File: src/ppargb_pkg.sv
// Package: shared widths, format codes, register indexes, 4/5/6-to-8 expansion functions.
`timescale 1ns / 1ps
`default_nettype none

package ppargb_pkg;

   localparam int BYTE_W      = 8;
   localparam int CHAN_W      = 8;
   localparam int DIM_W       = 15;
   localparam int FMT_W       = 3;
   localparam int CSR_INDEX_W = 2;
   localparam int CSR_DATA_W  = 15;
   localparam int HELD_W      = 24;

   typedef enum logic [FMT_W-1:0] {
      FMT_RGB565   = 3'd0,
      FMT_ARGB4444 = 3'd1,
      FMT_RGB888   = 3'd2,
      FMT_ARGB8888 = 3'd3,
      FMT_ARGB1555 = 3'd4
   } src_format_type;

   typedef enum logic [CSR_INDEX_W-1:0] {
      CSR_SOURCE_FORMAT = 2'd0,
      CSR_IMAGE_WIDTH   = 2'd1,
      CSR_IMAGE_HEIGHT  = 2'd2
   } csr_index_type;

   // Rounded expansion of a 5-bit component to 8 bits.
   function automatic logic [CHAN_W-1:0] expand5(input logic [4:0] v);
      logic [CHAN_W-1:0] r;
      begin
         case (v)
            5'd0:  r = 8'd0;
            5'd1:  r = 8'd8;
            5'd2:  r = 8'd16;
            5'd3:  r = 8'd25;
            5'd4:  r = 8'd33;
            5'd5:  r = 8'd41;
            5'd6:  r = 8'd49;
            5'd7:  r = 8'd58;
            5'd8:  r = 8'd66;
            5'd9:  r = 8'd74;
            5'd10: r = 8'd82;
            5'd11: r = 8'd90;
            5'd12: r = 8'd99;
            5'd13: r = 8'd107;
            5'd14: r = 8'd115;
            5'd15: r = 8'd123;
            5'd16: r = 8'd132;
            5'd17: r = 8'd140;
            5'd18: r = 8'd148;
            5'd19: r = 8'd156;
            5'd20: r = 8'd165;
            5'd21: r = 8'd173;
            5'd22: r = 8'd181;
            5'd23: r = 8'd189;
            5'd24: r = 8'd197;
            5'd25: r = 8'd206;
            5'd26: r = 8'd214;
            5'd27: r = 8'd222;
            5'd28: r = 8'd230;
            5'd29: r = 8'd239;
            5'd30: r = 8'd247;
            default: r = 8'd255;
         endcase
         return r;
      end
   endfunction

   // floor(v * 255 / 63) = 4v + floor(v / 21) for a 6-bit v.
   function automatic logic [CHAN_W-1:0] expand6(input logic [5:0] v);
      logic [1:0] q;
      begin
         if (v >= 6'd63) begin
            q = 2'd3;
         end else if (v >= 6'd42) begin
            q = 2'd2;
         end else if (v >= 6'd21) begin
            q = 2'd1;
         end else begin
            q = 2'd0;
         end
         return {v, 2'b00} + {6'b0, q};
      end
   endfunction

   // v * 17 for a 4-bit v.
   function automatic logic [CHAN_W-1:0] expand4(input logic [3:0] v);
      return {v, v};
   endfunction

endpackage

`default_nettype wire

File: src/ppargb_if.sv
// Interfaces: byte request channel and pixel response channel.
`timescale 1ns / 1ps
`default_nettype none

interface ppargb_req_if import ppargb_pkg::*; ();
   logic              valid;
   logic              ready;
   logic [BYTE_W-1:0] data_byte;

   modport source (output valid, output data_byte, input ready);
   modport sink   (input valid, input data_byte, output ready);
endinterface

interface ppargb_rsp_if import ppargb_pkg::*; ();
   logic              valid;
   logic              ready;
   logic [CHAN_W-1:0] pixel_red;
   logic [CHAN_W-1:0] pixel_green;
   logic [CHAN_W-1:0] pixel_blue;
   logic [CHAN_W-1:0] pixel_alpha;
   logic              row_end;
   logic              image_end;

   modport source (output valid, output pixel_red, output pixel_green, output pixel_blue,
                   output pixel_alpha, output row_end, output image_end, input ready);
   modport sink   (input valid, input pixel_red, input pixel_green, input pixel_blue,
                   input pixel_alpha, input row_end, input image_end, output ready);
endinterface

`default_nettype wire

File: src/packed_pixel_to_argb8888.sv
// Top level: packed byte stream to ARGB8888 pixel expander.
//
//   channel   dir  handshake          payload
//   req_chan  in   valid/ready        data_byte
//   rsp_chan  out  valid/ready        pixel_red/green/blue/alpha, row_end, image_end
//   csr_*     in   csr_write_enable   csr_index, csr_write_data (no read-back)
//
// One byte is taken per clock unless it completes a pixel while a result waits. A
// pixel's result is loaded at the edge that takes its last byte and offered from
// the next cycle; the conversion is a single pass of table and add logic.
// Reset (synchronous, active high) sets rgb565, 1x1 and an empty pixel, clears the
// position counters and drops any pending transaction; the payload is not reset.
// While a result waits, bytes that do not complete a pixel are still taken;
// the completing byte waits until the result register frees up.
`timescale 1ns / 1ps
`default_nettype none

module packed_pixel_to_argb8888 import ppargb_pkg::*; (
   input  wire                    clock,
   input  wire                    reset,
   ppargb_req_if.sink             req_chan,
   ppargb_rsp_if.source           rsp_chan,
   input  wire                    csr_write_enable,
   input  wire [CSR_INDEX_W-1:0]  csr_index,
   input  wire [CSR_DATA_W-1:0]   csr_write_data
);

   // Configuration registers
   logic [FMT_W-1:0] fmt_ff, fmt_in;
   logic [DIM_W-1:0] width_ff, width_in;
   logic [DIM_W-1:0] height_ff, height_in;

   // Pixel assembly and position state
   logic [1:0]        byte_pos_ff, byte_pos_in;
   logic [HELD_W-1:0] held_ff, held_in;
   logic [DIM_W-1:0]  col_ff, col_in;
   logic [DIM_W-1:0]  row_ff, row_in;

   // Result register
   logic              rsp_valid_ff, rsp_valid_in;
   logic [CHAN_W-1:0] red_ff, red_in;
   logic [CHAN_W-1:0] green_ff, green_in;
   logic [CHAN_W-1:0] blue_ff, blue_in;
   logic [CHAN_W-1:0] alpha_ff, alpha_in;
   logic              row_end_ff, row_end_in;
   logic              image_end_ff, image_end_in;

   logic              fmt_ok;
   logic [1:0]        need_last;
   logic              pixel_done;
   logic              req_accept;
   logic              rsp_free;
   logic [15:0]       word16;
   logic [DIM_W-1:0]  last_col;
   logic [DIM_W-1:0]  last_row;
   logic              hit_row_end;
   logic              hit_image_end;
   logic [4:0]        shift_amt;

   // Index of the byte that completes a pixel; unused codes take no pixel.
   always_comb begin
      fmt_ok    = 1'b1;
      need_last = 2'd1;
      case (fmt_ff)
         FMT_RGB565, FMT_ARGB4444, FMT_ARGB1555: need_last = 2'd1;
         FMT_RGB888:   need_last = 2'd2;
         FMT_ARGB8888: need_last = 2'd3;
         default: begin
            fmt_ok    = 1'b0;
            need_last = 2'd1;
         end
      endcase
   end

   // A position left over from a longer format completes the pixel at once.
   assign pixel_done = fmt_ok && (byte_pos_ff >= need_last);

   // Take non-completing bytes even while a result is stalled.
   assign rsp_free       = !rsp_valid_ff || rsp_chan.ready;
   assign req_chan.ready = rsp_free || !pixel_done;
   assign req_accept     = req_chan.valid && req_chan.ready;

   // 16-bit word: low byte held, high byte current for two-byte formats.
   assign word16 = {(need_last == 2'd1) ? req_chan.data_byte : held_ff[15:8], held_ff[7:0]};

   // Zero size behaves as one.
   assign last_col = (width_ff == '0) ? '0 : width_ff - 1'b1;
   assign last_row = (height_ff == '0) ? '0 : height_ff - 1'b1;
   assign hit_row_end   = (col_ff >= last_col);
   assign hit_image_end = hit_row_end && (row_ff >= last_row);

   assign shift_amt = {1'b0, byte_pos_ff, 2'b00} << 1;

   // Component expansion
   always_comb begin
      red_in   = red_ff;
      green_in = green_ff;
      blue_in  = blue_ff;
      alpha_in = alpha_ff;
      case (fmt_ff)
         FMT_RGB565: begin
            blue_in  = expand5(word16[4:0]);
            green_in = expand6(word16[10:5]);
            red_in   = expand5(word16[15:11]);
            alpha_in = 8'hFF;
         end
         FMT_ARGB4444: begin
            blue_in  = expand4(word16[3:0]);
            green_in = expand4(word16[7:4]);
            red_in   = expand4(word16[11:8]);
            alpha_in = expand4(word16[15:12]);
         end
         FMT_ARGB1555: begin
            blue_in  = expand5(word16[4:0]);
            green_in = expand5(word16[9:5]);
            red_in   = expand5(word16[14:10]);
            alpha_in = word16[15] ? 8'hFF : 8'h00;
         end
         FMT_RGB888: begin
            blue_in  = held_ff[7:0];
            green_in = held_ff[15:8];
            red_in   = req_chan.data_byte;
            alpha_in = 8'hFF;
         end
         FMT_ARGB8888: begin
            blue_in  = held_ff[7:0];
            green_in = held_ff[15:8];
            red_in   = held_ff[23:16];
            alpha_in = req_chan.data_byte;
         end
         default: begin
            red_in   = red_ff;
            green_in = green_ff;
            blue_in  = blue_ff;
            alpha_in = alpha_ff;
         end
      endcase
      row_end_in   = hit_row_end;
      image_end_in = hit_image_end;
   end

   // Assembly, position counters and result valid
   always_comb begin
      byte_pos_in  = byte_pos_ff;
      held_in      = held_ff;
      col_in       = col_ff;
      row_in       = row_ff;
      rsp_valid_in = rsp_valid_ff;
      if (rsp_chan.ready) begin
         rsp_valid_in = 1'b0;
      end
      if (req_accept && fmt_ok) begin
         if (pixel_done) begin
            byte_pos_in  = 2'd0;
            held_in      = '0;
            rsp_valid_in = 1'b1;
            if (hit_row_end) begin
               col_in = '0;
               row_in = hit_image_end ? '0 : row_ff + 1'b1;
            end else begin
               col_in = col_ff + 1'b1;
            end
         end else begin
            // Hold the byte at its place and advance.
            held_in     = held_ff | ({{(HELD_W-BYTE_W){1'b0}}, req_chan.data_byte} << shift_amt);
            byte_pos_in = byte_pos_ff + 1'b1;
         end
      end
   end

   // Configuration writes
   always_comb begin
      fmt_in    = fmt_ff;
      width_in  = width_ff;
      height_in = height_ff;
      if (csr_write_enable) begin
         case (csr_index)
            CSR_SOURCE_FORMAT: fmt_in    = csr_write_data[FMT_W-1:0];
            CSR_IMAGE_WIDTH:   width_in  = csr_write_data[DIM_W-1:0];
            CSR_IMAGE_HEIGHT:  height_in = csr_write_data[DIM_W-1:0];
            default: begin
               fmt_in = fmt_ff;
            end
         endcase
      end
   end

   always_ff @(posedge clock) begin
      if (reset) begin
         fmt_ff       <= FMT_RGB565;
         width_ff     <= DIM_W'(1);
         height_ff    <= DIM_W'(1);
         byte_pos_ff  <= 2'd0;
         held_ff      <= '0;
         col_ff       <= '0;
         row_ff       <= '0;
         rsp_valid_ff <= 1'b0;
      end else begin
         fmt_ff       <= fmt_in;
         width_ff     <= width_in;
         height_ff    <= height_in;
         byte_pos_ff  <= byte_pos_in;
         held_ff      <= held_in;
         col_ff       <= col_in;
         row_ff       <= row_in;
         rsp_valid_ff <= rsp_valid_in;
      end
   end

   // Load the payload only with a completed pixel.
   always_ff @(posedge clock) begin
      if (req_accept && pixel_done) begin
         red_ff       <= red_in;
         green_ff     <= green_in;
         blue_ff      <= blue_in;
         alpha_ff     <= alpha_in;
         row_end_ff   <= row_end_in;
         image_end_ff <= image_end_in;
      end
   end

   assign rsp_chan.valid       = rsp_valid_ff;
   assign rsp_chan.pixel_red   = red_ff;
   assign rsp_chan.pixel_green = green_ff;
   assign rsp_chan.pixel_blue  = blue_ff;
   assign rsp_chan.pixel_alpha = alpha_ff;
   assign rsp_chan.row_end     = row_end_ff;
   assign rsp_chan.image_end   = image_end_ff;

   // A completed pixel leaves an empty assembly register.
   a_clear_after_pixel : assert property (@(posedge clock) disable iff (reset)
      (req_accept && pixel_done) |=> (byte_pos_ff == 2'd0 && held_ff == '0))
      else $error("assembly state not cleared after pixel");

   // The last pixel of the image also ends its row.
   a_image_end_row_end : assert property (@(posedge clock) disable iff (reset)
      rsp_valid_ff |-> (!image_end_ff || row_end_ff))
      else $error("image_end without row_end");

   // A new result only follows a taken byte.
   a_rsp_from_req : assert property (@(posedge clock) disable iff (reset)
      $rose(rsp_valid_ff) |-> $past(req_accept && pixel_done))
      else $error("response raised without a completing byte");

   // With nothing pending, bytes are always taken.
   a_ready_when_empty : assert property (@(posedge clock) disable iff (reset)
      !rsp_valid_ff |-> req_chan.ready)
      else $error("input stalled with an empty result register");

   // A row end wraps the column counter.
   a_col_wrap : assert property (@(posedge clock) disable iff (reset)
      (req_accept && pixel_done && hit_row_end) |=> (col_ff == '0))
      else $error("column counter did not wrap at row end");

endmodule

`default_nettype wire
File: src/flat_wrapper.sv
// flat-port wrapper written by rule: the top's interface ports become plain ports
module packed_pixel_to_argb8888_flat import ppargb_pkg::*;
  (clock, reset, csr_write_enable, csr_index, csr_write_data, req_chan_valid, req_chan_data_byte, req_chan_ready, rsp_chan_valid, rsp_chan_pixel_red, rsp_chan_pixel_green, rsp_chan_pixel_blue, rsp_chan_pixel_alpha, rsp_chan_row_end, rsp_chan_image_end, rsp_chan_ready);
  ppargb_req_if req_chan_i ();
  ppargb_rsp_if rsp_chan_i ();
  input  wire clock;
  input  wire reset;
  input  wire csr_write_enable;
  input  wire [CSR_INDEX_W-1:0] csr_index;
  input  wire [CSR_DATA_W-1:0] csr_write_data;
  input wire logic [$bits(req_chan_i.valid)-1:0] req_chan_valid;
  input wire logic [$bits(req_chan_i.data_byte)-1:0] req_chan_data_byte;
  output wire logic [$bits(req_chan_i.ready)-1:0] req_chan_ready;
  output wire logic [$bits(rsp_chan_i.valid)-1:0] rsp_chan_valid;
  output wire logic [$bits(rsp_chan_i.pixel_red)-1:0] rsp_chan_pixel_red;
  output wire logic [$bits(rsp_chan_i.pixel_green)-1:0] rsp_chan_pixel_green;
  output wire logic [$bits(rsp_chan_i.pixel_blue)-1:0] rsp_chan_pixel_blue;
  output wire logic [$bits(rsp_chan_i.pixel_alpha)-1:0] rsp_chan_pixel_alpha;
  output wire logic [$bits(rsp_chan_i.row_end)-1:0] rsp_chan_row_end;
  output wire logic [$bits(rsp_chan_i.image_end)-1:0] rsp_chan_image_end;
  input wire logic [$bits(rsp_chan_i.ready)-1:0] rsp_chan_ready;
  assign req_chan_i.valid = req_chan_valid;
  assign req_chan_i.data_byte = req_chan_data_byte;
  assign req_chan_ready = req_chan_i.ready;
  assign rsp_chan_valid = rsp_chan_i.valid;
  assign rsp_chan_pixel_red = rsp_chan_i.pixel_red;
  assign rsp_chan_pixel_green = rsp_chan_i.pixel_green;
  assign rsp_chan_pixel_blue = rsp_chan_i.pixel_blue;
  assign rsp_chan_pixel_alpha = rsp_chan_i.pixel_alpha;
  assign rsp_chan_row_end = rsp_chan_i.row_end;
  assign rsp_chan_image_end = rsp_chan_i.image_end;
  assign rsp_chan_i.ready = rsp_chan_ready;
  packed_pixel_to_argb8888 u_core (.clock(clock), .reset(reset), .req_chan(req_chan_i), .rsp_chan(rsp_chan_i), .csr_write_enable(csr_write_enable), .csr_index(csr_index), .csr_write_data(csr_write_data));
endmodule
File: config.mk
export PLATFORM = sky130hd
export DESIGN_NAME = packed_pixel_to_argb8888_flat
export DESIGN_NICKNAME = d
export VERILOG_FILES = /design/src/ppargb_pkg.sv /design/src/ppargb_if.sv /design/src/packed_pixel_to_argb8888.sv /design/src/flat_wrapper.sv
export SDC_FILE = /design/constraint.sdc
export NUM_CORES = 1
export LEC_CHECK = 0
export BUFFER_PORTS_ARGS = -buffer_cell sky130_fd_sc_hd__buf_2
export CAP_MARGIN = 25
export CORE_UTILIZATION = 55
export DETAILED_ROUTE_END_ITERATION = 8
export GPL_TIMING_DRIVEN = 0
export PLACE_DENSITY = 0.74
export SYNTH_ARGS = -nofsm -noshare
export SYNTH_HDL_FRONTEND = slang
export SYNTH_SLANG_ARGS = --single-unit
File: constraint.sdc
create_clock -name clock -period 4.85 [get_ports clock]
set_clock_uncertainty 0.2 [all_clocks]
set_input_delay 0.2425 -clock clock [delete_from_list [all_inputs] [get_ports clock]]
set_output_delay 0.2425 -clock clock [all_outputs]
set_load 0.05 [all_outputs]
# Word level (Yosys, flattened, before mapping)
# Memory sizes are Yosys's and may differ from the RTL's. A register that Yosys moved wholly into a read port is not among the register bits.
# Cells that the tools add are included.
[totals] regBits=124 romBits=1280 input_bits=30 wordCells=92 memories=5
[memory_table] memory="(name not given)" words=32 width=8 rd=1 rd_ports_with_merged_regs=1 write_ports=0 line="ppargb_pkg.sv:33" rtl="case (v)"
[memory_table] memory="(name not given)" words=32 width=8 rd=1 rd_ports_with_merged_regs=0 write_ports=0 line="ppargb_pkg.sv:33"
[memory_table] memory="(name not given)" words=32 width=8 rd=1 rd_ports_with_merged_regs=1 write_ports=0 line="ppargb_pkg.sv:33"
[memory_table] memory="(name not given)" words=32 width=8 rd=1 rd_ports_with_merged_regs=0 write_ports=0 line="ppargb_pkg.sv:33"
[memory_table] memory="(name not given)" words=32 width=8 rd=1 rd_ports_with_merged_regs=0 write_ports=0 line="ppargb_pkg.sv:33"
[classes] addsub=6 magnitude_cmp=6 n_eq_ne=7 n_shift=1 mux=25 n_bitwise=1 n_reduce_logical=27
[ops] cell="8-bit case mux with 4 select lines" count=3
[ops] cell="15-bit two-way mux" count=4
[ops] cell="8-bit case mux with 5 select lines" count=1
[ops] cell="15-bit by 1-bit adder with 15-bit output (second input constant)" count=2
[ops] cell="15-bit greater-or-equal comparator" count=2
[ops] cell="15-bit logical NOT" count=2
[ops] cell="15-bit by 1-bit subtractor with 15-bit output (second input constant)" count=2
[ops] cell="24-bit two-way mux" count=1
[ops] cell="24-bit OR" count=1
[ops] cell="8-bit by 5-bit left shift with 24-bit output" count=1
[ops] cell="5-bit two-way mux" count=4
[ops] cell="8-bit two-way mux" count=2
[ops] cell="2-bit AND reduction" count=7
[ops] cell="6-bit greater-or-equal comparator (second input constant)" count=2
[ops] cell="8-bit by 2-bit adder with 8-bit output" count=1
[ops] cell="2-bit two-way mux" count=4
[ops] cell="4-bit nonzero test" count=2
[ops] cell="3-bit by 2-bit == test with 1-bit output (second input constant)" count=2
[ops] cell="6-bit by 5-bit greater-or-equal comparator with 1-bit output (second input constant)" count=1
[ops] cell="1-bit logical AND" count=5
[ops] cell="1-bit two-way mux" count=5
[ops] cell="5-bit nonzero test" count=1
[ops] cell="5-bit OR reduction" count=1
[ops] cell="2-bit by 1-bit == test with 1-bit output (second input constant)" count=2
[ops] cell="12 further kinds" count=15

# Longest topological paths before layout
[logic_depth] depth_word=11 ltp_mapped=16 ltp_nobuf=14

# Worst setup path after synthesis
# OpenSTA, ideal clock, no wires.
[synth_timing] path_type="register to register" start="register u_core.height_ff[2]" end="register u_core.row_ff[11]" setup_ns=0.081 arrival_time_ns=3.446 path_slack_ns=1.123 path_stages_with_launch=15 period_less_slack_ns=3.727 path_cell_list="dfxtp_1 nor4_1 nand2_1 nor2_1 nand3b_1 or4_1 clkbuf_1 nand2_1 ha_1 a211o_1 o221ai_1 a21oi_1 o31ai_2 nand4_1 o211ai_1"
[synth_between] elab_chain_len=5 word_cells_on_any_way=6 cone_classes="add/sub (1); order compare (1); mux (2); reduce/logical (2)"
[synth_rtl] element="from (decl)" line="packed_pixel_to_argb8888.sv:31" rtl="logic [DIM_W-1:0] height_ff, height_in;"
[synth_rtl] element="from (signal assigned)" line="packed_pixel_to_argb8888.sv:201" rtl="height_ff <= height_in;"
[synth_rtl] element="15-bit by 1-bit subtractor with 15-bit output or 15-bit logical NOT (tied branches)" line="packed_pixel_to_argb8888.sv:88" rtl="assign last_row = (height_ff == '0) ? '0 : height_ff - 1'b1;"
[synth_rtl] element="15-bit two-way mux (*)" line="packed_pixel_to_argb8888.sv:88"
[synth_rtl] element="15-bit greater-or-equal comparator (*)" line="packed_pixel_to_argb8888.sv:90" rtl="assign hit_image_end = hit_row_end && (row_ff >= last_row);"
[synth_rtl] element="1-bit logical AND (*)" line="packed_pixel_to_argb8888.sv:90"
[synth_rtl] element="15-bit two-way mux (*)" line="packed_pixel_to_argb8888.sv:159" rtl="row_in = hit_image_end ? '0 : row_ff + 1'b1;"
[synth_rtl] element="to (signal assigned)" line="packed_pixel_to_argb8888.sv:205" rtl="row_ff <= row_in;"
[synth_rtl] element="to (decl)" line="packed_pixel_to_argb8888.sv:37" rtl="logic [DIM_W-1:0] row_ff, row_in;"
# Mark *: on every way between the ends. The rest lies on a longest branch, timed or not.
# A chain may end at the register's enable or synchronous reset.

# Worst setup path after layout
[layout_timing] start="register u_core.fmt_ff[0]" end="register u_core.green_ff[5] (netlist: u_core.rsp_chan.pixel_green[5]) (enable)"
[layout_between] elab_chain_len=9 word_cells_on_any_way=17 cone_classes="order compare (1); eq/ne (4); mux (2); reduce/logical (10)"
[layout_rtl] element="from (decl)" line="packed_pixel_to_argb8888.sv:29" rtl="logic [FMT_W-1:0] fmt_ff, fmt_in;"
[layout_rtl] element="from (signal assigned)" line="packed_pixel_to_argb8888.sv:199" rtl="fmt_ff <= fmt_in;"
[layout_rtl] element="3-bit by 2-bit == test with 1-bit output, or another cell as far along" line="packed_pixel_to_argb8888.sv:64, packed_pixel_to_argb8888.sv:100"
[layout_rtl] element="2-bit case mux with 2 select lines or 5-bit OR reduction (tied branches)"
[layout_rtl] element="2-bit greater-or-equal comparator or 1-bit two-way mux (tied branches)" line="packed_pixel_to_argb8888.sv:76, packed_pixel_to_argb8888.sv:64"
[layout_rtl] element="1-bit logical AND" line="packed_pixel_to_argb8888.sv:76" rtl="assign pixel_done = fmt_ok && (byte_pos_ff >= need_last);"
[layout_rtl] element="1-bit logical NOT" line="packed_pixel_to_argb8888.sv:80" rtl="assign req_chan.ready = rsp_free || !pixel_done;"
[layout_rtl] element="1-bit logical OR" line="packed_pixel_to_argb8888.sv:80"
[layout_rtl] element="1-bit logical AND" line="packed_pixel_to_argb8888.sv:81" rtl="assign req_accept = req_chan.valid && req_chan.ready;"
[layout_rtl] element="1-bit logical AND" line="packed_pixel_to_argb8888.sv:212" rtl="if (req_accept && pixel_done) begin"
[layout_rtl] element="2-bit AND reduction (no line) (*)"
[layout_rtl] element="to (signal assigned)" line="packed_pixel_to_argb8888.sv:214" rtl="green_ff <= green_in;"
[layout_rtl] element="to (decl)" line="packed_pixel_to_argb8888.sv:42" rtl="logic [CHAN_W-1:0] green_ff, green_in;"
# Marked as above.

==> metrics.cfg <==
[run_status]
status = finished clean

[critical_path]
worst_path_max_delay_cell = clkbuf_1
r2r_start = u_core.fmt_ff[0]$_SDFFE_PP0P_
cp_cell_sequence = clkbuf_1, clkbuf_1, clkbuf_1, or2_2, ha_1, nand2b_1, a21o_1, clkbuf_1, nand3_1, clkbuf_1, clkbuf_2, inv_1
r2r_end = u_core.rsp_chan.pixel_green[5]$_DFFE_PP_
cpMostUsedCell = clkbuf_1
cp-end-kind = flop
setup.worst_path.start_class = flop
cp.required_ps = 4740
slowest_delay_ps = 550
path_class = reg -> reg
critPathMaxFanout = 16
crit_arrival_ps = 4460
rr_worst_depth = 12
rrSetupSlack_ps = 280

[logic_synthesis]
yosys_warnings = 0
syn_area_um2 = 7620
yosys.cell_types.count = 67
synth_edf_count = 34
syn_nets = 1005
synth_flop_cell = dfxtp_1
synthArstFlopShare_pct = 0
postSynthRegisterBits = 131
ys_seq_area_share_pct = 38.9
synth.avg_cell_area_um2 = 8.11
synth_cells = 939

[cells_and_area]
syn2layout_area_growth_pct = 17.5
fin_area_um2 = 8950
fin_nets = 1106
fin_cells = 1229
final_common_cell = nand2_1
diodes = 0
layout_common_cells = nand2_1 (127), a21oi_1 (105), dfxtp_1 (97)
fill_cells = 1150
layout-drive-gt1-share_pct = 11.2
fin_util_pct = 66.8

[drt]
via_count = 7327
wirelength_um = 20400
detail_route.wl_per_cell_um = 16.6
routed_via_density = 5.96
drc = 0
drt_first_pass_iters = 5
drtIter0Drc = 717
drtAntennaViolNets = 0

[die]
fp.dieH_um = 120
core-area_um2 = 13400
initial_core_util_pct = 56.9
rows = 42
die_width_um = 120
dieArea_um2 = 14300
ios = 66

[clock_network]
clock-sinks = 131
cts-buffers-inserted = 17
root_buffer = clkbuf_16
clk_latency_ps = 430
clk_path_buf_depth = 2
tritoncts = yes
clk_pin_slew_ps = 60
htree_levels = 4

[worst_hold_path]
min_path_type = in -> reg
hold_end = u_core.fmt_ff[1]$_SDFFE_PP0P_
hp-start = csr_index[1]
hold_path_depth = 4

[timing]
slew_headroom_pct = 47.4
fin_crit_sh_pct = 94.3
fin_tns_setup_ps = 0
layout_min_cycle_time_ps = 4570
fmaxAchievable_ghz = 0.219
hold_violations = 0
worstMarginPinSlew_ps = 782
finalSetupViolations = 0
fin_ws_ps = 278
whs_ps = 109
maxSlewViolCount = 0
rsz0062_at_grt = false

[power_and_ir_drop]
power_density_nw_per_um2 = 350
max-vdd-ir-drop_v = 0.000206
leakage_nw = 3.45
p_total_mw = 3.14

[global_route]
gr-total-overflow = 0
grt_pass1_wl_um = 33300
grt_start_max_net_pins = 17
first_global_vias = 6775
antenna_found_initial = 0
grt_util_all_layers_pct = 29.4

[placed_design]
dp_slack_ps = 123
gp_congestion = 0.951
portBuffers = 61
place_area_um2 = 8140
hpwl_um = 14300
dp.cells = 1176

[flow_run]
drv_cap = 0

[cell usage after synthesis (all sizes together), types with 2 or more instances]
cell type / number / share of area (%)
nand4: 22 / 1.8
nor4b: 2 / 0.31
xnor2: 24 / 2.8
nor4: 9 / 0.82
mux2i: 18 / 2.4
or3: 9 / 0.74
a311oi: 5 / 0.57
a21oi: 105 / 6.9
nand2b: 15 / 1.3
o22ai: 8 / 0.66
o2bb2ai: 2 / 0.23
nand3b: 5 / 0.49
a22oi: 2 / 0.20
nand2: 127 / 6.3
or4: 5 / 0.54
and3: 9 / 0.80
buf: 15 / 1.1
and3b: 2 / 0.23
o21ai: 47 / 3.1
nor2: 87 / 4.3
nor3b: 3 / 0.30
a21o: 5 / 0.49
and2: 9 / 0.74
o32ai: 4 / 0.46
nor3: 40 / 2.6
a211oi: 3 / 0.30
o21a: 3 / 0.30
nand3: 24 / 1.6
or2: 6 / 0.49
o31ai: 6 / 0.66
xor2: 13 / 1.5
edfxtp: 34 / 13
a211o: 5 / 0.57
o211ai: 10 / 0.99
mux2: 7 / 1.1
ha: 36 / 5.9
inv: 34 / 1.7
o221ai: 2 / 0.23
a221oi: 8 / 0.92
dfxtp: 97 / 25
a31oi: 6 / 0.49
nor2b: 12 / 0.99
clkbuf: 42 / 2.1
[power breakdown]
group          switching, mW  leakage [nW]  internal, mW
sequential            0.0335          1.09          1.20
combinational          0.416          2.07         0.187
clock                  0.497         0.285         0.806
total                  0.946          3.45          2.19
[worst max-delay path: cells and delay by family, from the launching register on]
| family | cells | cell delay (ps) |
|---|---|---|
| buffers and inverters | 7 | 2790 |
| and+or+nand+nor | 3 | 520 |
| adders and majority gates | 1 | 210 |
| DFF | 1 | 320 |
| AOI/OAI and AO/OA | 1 | 170 |
[state kept, by name (all words and copies together), names as in the netlist, 8 cells and up, named ones only]
register                     cells
u_core.held_ff                  24
u_core.col_ff                   15
u_core.height_ff                15
u_core.row_ff                   15
u_core.width_ff                 15
u_core.rsp_chan.pixel_alpha      8
u_core.rsp_chan.pixel_blue       8
u_core.rsp_chan.pixel_green      8
u_core.rsp_chan.pixel_red        8
[how the worst max path moves through the flow]
stage	slack (ps)	from	end	depth (start not counted)
final	280	u_core.fmt_ff[0]$_SDFFE_PP0P_	u_core.rsp_chan.pixel_green[5]$_DFFE_PP_	12
after global routing	3	u_core.height_ff[2]$_SDFFE_PP0P_	u_core.row_ff[5]$_SDFFE_PP0P_	15
after CTS	100	u_core.fmt_ff[0]$_SDFFE_PP0P_	u_core.rsp_chan.pixel_green[6]$_DFFE_PP_	12
after detailed placement	120	u_core.fmt_ff[0]$_SDFFE_PP0P_	u_core.rsp_chan.pixel_blue[6]$_DFFE_PP_	12
after global placement	150	u_core.fmt_ff[0]$_SDFFE_PP0P_	u_core.rsp_chan.pixel_green[1]$_DFFE_PP_	12
after floorplan	1120	u_core.height_ff[2]$_SDFFE_PP0P_	u_core.row_ff[11]$_SDFFE_PP0P_	14
[logic make-up (layout without fill, tap and decap cells)]
kind of cell / after synthesis / count (layout) / share of synthesized area (%)
buffers and inverters: 92 / 206 / 4.84
AO/OA/AOI/OAI: 229 / 229 / 18.0
flip-flops: 131 / 131 / 38.9
XOR/XNOR: 37 / 37 / 4.25
multiplexers: 25 / 25 / 3.45
AND/OR/NAND/NOR: 389 / 389 / 24.7
adder cells (fa/ha/maj): 36 / 36 / 5.91
[area by class of cell]
cell class,count,area [µm²],share of cell area [%]
buffer,57,239,2.67
sequential,131,2960,33.1
clock inverter,11,125,1.40
timing repair buffer,82,513,5.73
inverter,35,131,1.47
tap,176,220,2.46
clock buffer,21,475,5.31
multi-input combinational,716,4290,47.9
[metal layers]
layer | up-vias | wire length, µm | global-route usage (%)
met2 | 287 | 9750 | 50.7
li1 | 3566 | - | -
met4 | 0 | 731 | 14.1
met5 | - | 0 | 0
met3 | 67 | 1110 | 4.52
met1 | 3407 | 8770 | 35.9
[what timing repair did]
item                       CTS  global route
resized for setup            0             2
setup buffers                0             1
setup endpoints to repair    0            40
hold buffers                20             0
hold endpoints to repair    43             0
(Power assumes the default switching activity.)
